<file path="config.mk">
export PLATFORM = sky130hd
export DESIGN_NAME = state_delay_timer_bank
export DESIGN_NICKNAME = d
export VERILOG_FILES = /design/src/sdtb_pkg.sv /design/src/sdtb_ram.sv /design/src/state_delay_timer_bank.sv
export SDC_FILE = /design/constraint.sdc
export NUM_CORES = 2
export LEC_CHECK = 0
export BUFFER_PORTS_ARGS = -buffer_cell sky130_fd_sc_hd__buf_2
export CORE_MARGIN = 2
export CORE_UTILIZATION = 55
export CTS_CLUSTER_SIZE = 14
export DETAILED_ROUTE_END_ITERATION = 8
export GPL_TIMING_DRIVEN = 0
export PLACE_DENSITY = 0.81
export SLEW_MARGIN = 20
export SYNTH_ARGS = -nofsm -noshare
export SYNTH_HDL_FRONTEND = slang
export SYNTH_SLANG_ARGS = --single-unit
</file>
<file path="constraint.sdc">
create_clock -name clk -period 14.7 [get_ports clk]
set_clock_uncertainty 0.15 [all_clocks]
set_input_delay 3.675 -clock clk [delete_from_list [all_inputs] [get_ports clk]]
set_output_delay 3.675 -clock clk [all_outputs]
set_load 0.02 [all_outputs]
</file>
<file path="src/sdtb_pkg.sv">
// Shared types and constants for the state delay timer bank.
package sdtb_pkg;

    localparam int NUM_SLOTS_DEFAULT = 16;

    localparam int MODE_W   = 2;
    localparam int TICK_W   = 32;
    localparam int SLOT_W   = 4;
    localparam int DELAY_W  = 24;
    localparam int TPS_W    = 10;
    localparam int WAIT_W   = 16;
    localparam int USED_W   = 5;
    localparam int PROD_W   = DELAY_W + TPS_W;
    localparam int FRAC_W   = 8;
    localparam int PADDR_W  = 3;
    localparam int PDATA_W  = 32;

    localparam logic [TPS_W-1:0]  TPS_RESET      = 10'd60;
    localparam logic [WAIT_W-1:0] MAX_WAIT_RESET = 16'd600;

    typedef enum logic [0:0] {
        REG_TICKS_PER_SECOND = 1'b0,
        REG_MAX_WAIT         = 1'b1
    } reg_index_t;

    typedef enum logic [MODE_W-1:0] {
        MODE_ENTRY = 2'd0,
        MODE_ARM   = 2'd1,
        MODE_TEST  = 2'd2,
        MODE_WAIT  = 2'd3
    } mode_t;

    typedef struct packed {
        mode_t               mode;
        logic [TICK_W-1:0]   now_tick;
        logic [SLOT_W-1:0]   slot;
        logic [DELAY_W-1:0]  delay_seconds;
    } cmd_word_t;

    typedef struct packed {
        logic                fired;
        logic [WAIT_W-1:0]   wait_ticks;
    } rsp_word_t;

endpackage

</file>
<file path="src/sdtb_ram.sv">
// Generic single-port-write, single-port-read RAM with registered read data.
module sdtb_ram #(
    parameter int WIDTH = 32,
    parameter int DEPTH = 16,
    localparam int ADDR_W = (DEPTH > 1) ? $clog2(DEPTH) : 1
) (
    input  logic              clk,
    input  logic              we,
    input  logic [ADDR_W-1:0] waddr,
    input  logic [WIDTH-1:0]  wdata,
    input  logic [ADDR_W-1:0] raddr,
    output logic [WIDTH-1:0]  rdata
);

    logic [WIDTH-1:0] mem [DEPTH];

    always_ff @(posedge clk)
    begin
        if (we)
        begin
            mem[waddr] <= wdata;
        end
        rdata <= mem[raddr];
    end

endmodule

</file>
<file path="src/state_delay_timer_bank.sv">
// Top level of the state delay timer bank: a bank of one-shot delay timers.
//
// A command word enters on cmd/cmd_valid and is taken when cmd_stall is low.
// One response word leaves on rsp/rsp_valid for every command and is held
// until a cycle in which rsp_stall is low. Registers are written through the
// APB port: ticks_per_second at address 0, max_wait at address 4.
// A command is handled by a small sequencer around one shared 32-bit adder:
//   state entry:  goes from acceptance straight to the response,
//   arm slot:     multiply, then add to the entry tick,
//   test slot:    deadline read, then compare,
//   next wait:    walks the used slots, one slot per cycle through the adder.
// The block takes one command at a time; cmd_stall is high from acceptance
// until the response has moved into the output register, so the next command
// can be taken in the cycle after that. If the receiver stalls, the finished
// response waits in the output register and the block may still take one more
// command, whose result waits in turn. Reset clears all deadlines (per-slot
// valid bits), the entry tick, the used count and restores ticks_per_second
// to 60 and max_wait to 600.
module state_delay_timer_bank #(
    parameter int NUM_SLOTS = sdtb_pkg::NUM_SLOTS_DEFAULT
) (
    input  logic                          clk,
    input  logic                          rst_n,
    input  sdtb_pkg::cmd_word_t           cmd,
    input  logic                          cmd_valid,
    output logic                          cmd_stall,
    output sdtb_pkg::rsp_word_t           rsp,
    output logic                          rsp_valid,
    input  logic                          rsp_stall,
    input  logic                          psel,
    input  logic                          penable,
    input  logic                          pwrite,
    input  logic [sdtb_pkg::PADDR_W-1:0]  paddr,
    input  logic [sdtb_pkg::PDATA_W-1:0]  pwdata,
    output logic [sdtb_pkg::PDATA_W-1:0]  prdata,
    output logic                          pready
);

    localparam int IDX_W = (NUM_SLOTS > 1) ? $clog2(NUM_SLOTS) : 1;

    typedef enum logic [4:0] {
        ST_IDLE = 5'b00001,
        ST_ARM  = 5'b00010,
        ST_TEST = 5'b00100,
        ST_WALK = 5'b01000,
        ST_DONE = 5'b10000
    } state_t;

    state_t                              state_reg, state_next;
    logic [sdtb_pkg::TPS_W-1:0]          tps_reg, tps_next;
    logic [sdtb_pkg::WAIT_W-1:0]         max_wait_reg, max_wait_next;
    logic [sdtb_pkg::TICK_W-1:0]         entry_reg, entry_next;
    logic [sdtb_pkg::USED_W-1:0]         used_reg, used_next;
    logic [NUM_SLOTS-1:0]                valid_reg, valid_next;
    logic [sdtb_pkg::USED_W-1:0]         cnt_reg, cnt_next;
    logic [sdtb_pkg::TICK_W-1:0]         now_reg, now_next;
    logic [IDX_W-1:0]                    slot_reg, slot_next;
    logic [sdtb_pkg::PROD_W-1:0]         prod_reg, prod_next;
    sdtb_pkg::rsp_word_t                 res_reg, res_next;
    sdtb_pkg::rsp_word_t                 out_reg, out_next;
    logic                                out_valid_reg, out_valid_next;

    logic                                cmd_take;
    logic                                cfg_write;
    logic                                slot_ok;
    logic [IDX_W-1:0]                    cmd_idx;
    logic [IDX_W-1:0]                    walk_idx;
    logic [IDX_W-1:0]                    rd_addr;
    logic [sdtb_pkg::TICK_W-1:0]         rd_data;
    logic [sdtb_pkg::TICK_W-1:0]         deadline;
    logic                                ram_we;
    logic [sdtb_pkg::TICK_W-1:0]         alu_a, alu_b;
    logic                                alu_sub;
    logic [sdtb_pkg::TICK_W:0]           alu_sum;
    logic [sdtb_pkg::USED_W-1:0]         slot_plus;

    assign cmd_stall = (state_reg != ST_IDLE);
    assign cmd_take  = cmd_valid && (state_reg == ST_IDLE);
    assign cfg_write = psel && penable && pwrite;
    assign pready    = 1'b1;
    assign rsp       = out_reg;
    assign rsp_valid = out_valid_reg;

    always_comb
    begin
        unique case (sdtb_pkg::reg_index_t'(paddr[2]))
            sdtb_pkg::REG_TICKS_PER_SECOND: prdata = sdtb_pkg::PDATA_W'(tps_reg);
            sdtb_pkg::REG_MAX_WAIT:         prdata = sdtb_pkg::PDATA_W'(max_wait_reg);
            default:                        prdata = '0;
        endcase
    end

    assign slot_ok   = (32'(cmd.slot) < NUM_SLOTS);
    assign cmd_idx   = IDX_W'(cmd.slot);
    assign walk_idx  = IDX_W'(cnt_reg);
    assign deadline  = (state_reg == ST_WALK) ? (valid_reg[walk_idx] ? rd_data : '0)
                                              : (valid_reg[slot_reg] ? rd_data : '0);
    assign ram_we    = (state_reg == ST_ARM);
    assign slot_plus = sdtb_pkg::USED_W'(slot_reg) + sdtb_pkg::USED_W'(1);

    always_comb
    begin
        unique case (state_reg)
            ST_IDLE: rd_addr = (cmd.mode == sdtb_pkg::MODE_WAIT) ? '0 : cmd_idx;
            ST_WALK: rd_addr = IDX_W'(cnt_reg + sdtb_pkg::USED_W'(1));
            default: rd_addr = slot_reg;
        endcase
    end

    // Shared adder: add for arming, subtract for the test and the walk.
    always_comb
    begin
        unique case (state_reg)
            ST_ARM:
            begin
                alu_a   = entry_reg;
                alu_b   = sdtb_pkg::TICK_W'(prod_reg[sdtb_pkg::PROD_W-1:sdtb_pkg::FRAC_W]);
                alu_sub = 1'b0;
            end
            ST_TEST:
            begin
                alu_a   = now_reg;
                alu_b   = deadline;
                alu_sub = 1'b1;
            end
            ST_WALK:
            begin
                alu_a   = deadline;
                alu_b   = now_reg;
                alu_sub = 1'b1;
            end
            default:
            begin
                alu_a   = '0;
                alu_b   = '0;
                alu_sub = 1'b0;
            end
        endcase
        alu_sum = {1'b0, alu_a} + {1'b0, (alu_sub ? ~alu_b : alu_b)}
                + (sdtb_pkg::TICK_W + 1)'(alu_sub);
    end

    sdtb_ram #(
        .WIDTH (sdtb_pkg::TICK_W),
        .DEPTH (NUM_SLOTS)
    ) u_deadline_ram (
        .clk   (clk),
        .we    (ram_we),
        .waddr (slot_reg),
        .wdata (alu_sum[sdtb_pkg::TICK_W-1:0]),
        .raddr (rd_addr),
        .rdata (rd_data)
    );

    always_comb
    begin
        state_next     = state_reg;
        tps_next       = tps_reg;
        max_wait_next  = max_wait_reg;
        entry_next     = entry_reg;
        used_next      = used_reg;
        valid_next     = valid_reg;
        cnt_next       = cnt_reg;
        now_next       = now_reg;
        slot_next      = slot_reg;
        prod_next      = prod_reg;
        res_next       = res_reg;
        out_next       = out_reg;
        out_valid_next = out_valid_reg && rsp_stall;

        if (cfg_write)
        begin
            unique case (sdtb_pkg::reg_index_t'(paddr[2]))
                sdtb_pkg::REG_TICKS_PER_SECOND: tps_next = pwdata[sdtb_pkg::TPS_W-1:0];
                sdtb_pkg::REG_MAX_WAIT:         max_wait_next = pwdata[sdtb_pkg::WAIT_W-1:0];
                default:                        tps_next = tps_reg;
            endcase
        end

        unique case (state_reg)
            ST_IDLE:
            begin
                if (cmd_take)
                begin
                    now_next  = cmd.now_tick;
                    slot_next = cmd_idx;
                    prod_next = sdtb_pkg::PROD_W'(cmd.delay_seconds) * sdtb_pkg::PROD_W'(tps_reg);
                    cnt_next  = '0;
                    res_next  = '0;
                    unique case (cmd.mode)
                        sdtb_pkg::MODE_ENTRY:
                        begin
                            entry_next = cmd.now_tick;
                            used_next  = '0;
                            state_next = ST_DONE;
                        end
                        sdtb_pkg::MODE_ARM:
                        begin
                            state_next = slot_ok ? ST_ARM : ST_DONE;
                        end
                        sdtb_pkg::MODE_TEST:
                        begin
                            res_next.fired = !slot_ok;
                            state_next     = slot_ok ? ST_TEST : ST_DONE;
                        end
                        sdtb_pkg::MODE_WAIT:
                        begin
                            res_next.wait_ticks = max_wait_reg;
                            state_next = (used_reg == '0) ? ST_DONE : ST_WALK;
                        end
                        default:
                        begin
                            state_next = ST_DONE;
                        end
                    endcase
                end
            end
            ST_ARM:
            begin
                valid_next[slot_reg] = 1'b1;
                if (slot_plus > used_reg)
                begin
                    used_next = slot_plus;
                end
                state_next = ST_DONE;
            end
            ST_TEST:
            begin
                if (deadline == '0)
                begin
                    res_next.fired = 1'b1;
                end
                else if (alu_sum[sdtb_pkg::TICK_W])
                begin
                    res_next.fired       = 1'b1;
                    valid_next[slot_reg] = 1'b0;
                end
                state_next = ST_DONE;
            end
            ST_WALK:
            begin
                if (deadline != '0)
                begin
                    if ((alu_sum[sdtb_pkg::TICK_W-1:0] == '0) || alu_sum[sdtb_pkg::TICK_W-1])
                    begin
                        res_next.wait_ticks  = '0;
                        valid_next[walk_idx] = 1'b0;
                    end
                    else if (alu_sum[sdtb_pkg::TICK_W-1:0]
                             < sdtb_pkg::TICK_W'(res_reg.wait_ticks))
                    begin
                        res_next.wait_ticks = alu_sum[sdtb_pkg::WAIT_W-1:0];
                    end
                end
                cnt_next = cnt_reg + sdtb_pkg::USED_W'(1);
                if (cnt_next == used_reg)
                begin
                    state_next = ST_DONE;
                end
            end
            ST_DONE:
            begin
                if (!out_valid_reg || !rsp_stall)
                begin
                    out_next       = res_reg;
                    out_valid_next = 1'b1;
                    state_next     = ST_IDLE;
                end
            end
            default:
            begin
                state_next = ST_IDLE;
            end
        endcase
    end

    always_ff @(posedge clk or negedge rst_n)
    begin
        if (!rst_n)
        begin
            state_reg     <= ST_IDLE;
            tps_reg       <= sdtb_pkg::TPS_RESET;
            max_wait_reg  <= sdtb_pkg::MAX_WAIT_RESET;
            entry_reg     <= '0;
            used_reg      <= '0;
            valid_reg     <= '0;
            cnt_reg       <= '0;
            out_valid_reg <= 1'b0;
        end
        else
        begin
            state_reg     <= state_next;
            tps_reg       <= tps_next;
            max_wait_reg  <= max_wait_next;
            entry_reg     <= entry_next;
            used_reg      <= used_next;
            valid_reg     <= valid_next;
            cnt_reg       <= cnt_next;
            out_valid_reg <= out_valid_next;
        end
    end

    always_ff @(posedge clk)
    begin
        now_reg  <= now_next;
        slot_reg <= slot_next;
        prod_reg <= prod_next;
        res_reg  <= res_next;
        out_reg  <= out_next;
    end

endmodule
</file>
==> flow_summary.ini <==
[place]
numPortBuffers = 94
gp_congestion = 0.960
pre_cts_ws_ns = 4.44
dp_hpwl_mm = 85.0
place_inst = 4542

[yosys]
post_synth.cell_area_avg_um2 = 11.5
synthArstFlopShare_pct = 12.3
ys_seq_area_share_pct = 53.6
synth_cell_types = 77
yosysTopAreaCell = edfxtp_1
synthTopCellsByArea = edfxtp_1 (46%), fa_1 (8.8%), nand2_1 (5.4%)
ys.flop_type = edfxtp_1
synth_warnings = 0
syn_area_mm2 = 0.0395
netlist.area_leader.share_pct = 46.2
synth-edff-count = 608
syn_inst = 3443
ys_ff_latch = 730

[timing]
maxSlewViolCount = 0
rsz0062_at_grt = false
relSlewSlack_pct = 29.0
whs_ns = 0.296
finalHoldViolCount = 0
fmax_mhz = 98.2
setup_slack_ns = 4.52
finalCriticalPeriod_ns = 10.18
period_share_pct = 69.3
setup-tns-final_ns = 0
setup_viol = 0
worst_pin_slew_ns = 1.06

[worst_setup_path]
worst_r2r_endpoint = res_reg[15]
critPathKind = reg2reg
crit_arrival_ns = 10.30
r2r-start = cnt_reg[0]
r2r_slack_ns = 4.52
endpoint_kind = flip-flop
cp.required_ns = 14.82
start_kind = flip-flop
cp_max_fo = 17
worstRegToRegCells = 22

[outcome]
status = completed

[global_routing]
grt_use_total_pct = 31.6
antenna_found_initial = 5
grt_pass1_vias = 29100
grt_pass1_wl_mm = 175
grt-ovfl-total = 0
grt_max_degree = 68

[power_and_ir_drop]
p_per_area_mw_per_mm2 = 238
ir_drop_mv = 0.261
p_leak_nw = 17.7

[route]
via_count = 30100
drt-met1-wl_mm = 44.0
wl_per_cell_um = 25.3
wl_met3_mm = 15.7
route.detailed.drc = 0
routed_wirelength_mm = 118
met2WireLength_mm = 52.7
firstDrtPassIters = 9
maxUsedRoutingLayer = met5
drtAntennaViolNets = 0
drt_iter0_drc = 4546
post_drt_via_cell_ratio = 6.44

[finish]
drive_gt1_share_pct = 10.1
multiInputGateArea_mm2 = 0.0167
regArea_mm2 = 0.0212
nets = 4072
area_growth_pct = 12.8
diodes = 0
fill_cells = 5306
largest_register = u_deadline_ram.mem
fin_cells = 4678
largest_register_ffs = 512

[die]
initial_core_util_pct = 55.4
die_h_um = 272
row_count = 98
io_pins = 156
die_w_um = 272
die-area_mm2 = 0.0740
core_region_area_mm2 = 0.0712

[clocking]
cts_buffers = 75
cts_tree = yes
cts_root_buffer = clkbuf_16
numClockSinks = 730
ctsHoldBuffers = 0
h-tree-depth = 3
postCtsSetupBuffers = 0
cts_buffer_depth = 3
clk_pin_slew_worst_paths_ns = 0.06
ctsResizeCount = 0
insertion_delay_ns = 0.67

[job]
cap_violations = 0

[min_path]
hold-path-endpoint = rsp[16]
holdCritStartpoint = res_reg[16]
min_path_type = reg2reg
hold_depth = 0
-- power breakdown --
group	leakage [nW]	internal, mW	total [mW]	switching [mW]
registers	6.95	2.80	3.00	0.200
logic	9.56	2.09	5.67	3.58
clock network	1.22	1.09	1.92	0.830
total	17.7	5.98	10.6	4.61
-- cells by family (layout without fill, tap and decap cells) --
kind of cell | Yosys count | count (layout) | share of synthesized area (%)
compound gates | 718 | 718 | 12.8
xor+xnor | 57 | 57 | 1.26
fa+ha+maj | 299 | 299 | 12.8
buf+inv | 480 | 750 | 4.77
flops | 730 | 730 | 53.6
mux | 58 | 58 | 1.63
other cells | 2 | 17 | 0.0190
simple gates | 1099 | 1099 | 13.1
-- worst max-delay path, stage by stage, from the launching register on --
cell	delay [ns]
dfrtp_1	0.51
buf_2	0.35
mux2i_1	0.13
a22oi_1	0.40
nand4b_1	0.15
a21oi_1	0.72
nor2_1	0.43
nor2_1	0.62
clkbuf_1	0.56
a221oi_1	0.19
ha_1	0.32
clkbuf_1	0.33
nand4_1	0.32
or4_1	0.67
a2111o_1	0.40
nor4bb_1	0.39
nor3_2	0.18
xnor2_2	0.37
or4_1	0.59
or3_1	0.31
or4_4	0.59
o31ai_4	0.39
a22o_1	0.72
-- cell usage in the layout, fill, tap and decap left out, drive strengths merged, types with 24 or more instances in the layout --
master  instances
edfxtp        608
nand2         571
clkbuf        309
inv           233
fa            174
a211oi        170
buf           167
and3          145
a21oi         140
ha            125
and2          122
nor2           97
a31oi          87
dfrtp          81
a311oi         66
o21ai          66
mux2           41
xnor2          41
nand3          36
clkinv         34
dfxtp          32
a222oi         31
nand4          27
a21o           24
nor3           24
-- through the flow --
stage | util, % | area, µm² | power [mW]
finish | 62.6 | 44600 | 10.6
global route | 62.6 | 44600 | 11.2
CTS | 62.5 | 44600 | 10.4
detailed placement | 59.1 | 42100 | 8.52
global placement | 57.8 | 41200 | 8.31
floorplan | - | 39500 | 6.78
-- cell type report --
type | instances | share of cell area [%]
buffer | 251 | 2.30
multi-input combinational | 2248 | 37.5
tap | 950 | 2.67
clock buffer | 91 | 4.51
timing repair buffer | 134 | 2.55
inverter | 229 | 1.93
sequential | 730 | 47.5
clock inverter | 45 | 1.01
-- per-layer routing --
| layer | vias up | global-route usage, % |
|---|---|---|
| met5 | - | 0 |
| met2 | 2187 | 48.6 |
| li1 | 12900 | - |
| met1 | 14600 | 42.7 |
| met4 | 8 | 14.0 |
| met3 | 360 | 7.98 |
-- Yosys cell counts (11+ instances only) --
cell type,count
edfxtp_1,608
nand2_1,571
inv_1,228
clkbuf_1,218
fa_1,174
a211oi_1,170
and3_1,145
a21oi_1,140
ha_1,125
and2_1,121
nor2_1,97
a31oi_1,87
dfrtp_1,81
a311oi_1,66
o21ai_0,60
mux2_2,41
xnor2_1,41
nand3_1,36
dfxtp_1,32
a222oi_1,31
nand4_1,27
a21o_1,24
nor3_1,23
a221o_1,21
nor2b_1,20
buf_4,18
mux2i_1,16
xor2_1,16
a22oi_1,15
o21a_1,13
a221oi_1,12
buf_1,12
nor4_1,12
a22o_1,11
-- how the worst max path moves through the flow --
stage          slack [ns]  startpoint            to  cells after the start
2_1_floorplan        5.12     cmd[17]  prod_reg[32]                     22
3_3_place_gp         4.34  cnt_reg[0]   res_reg[13]                     22
3_5_place_dp         4.44     cmd[16]  prod_reg[33]                     22
4_1_cts              4.83  cnt_reg[0]   res_reg[15]                     22
5_1_grt              4.19  cnt_reg[0]    res_reg[5]                     22
6_report             4.52  cnt_reg[0]   res_reg[15]                     22
Note: power is estimated with default switching activity, not from simulation.
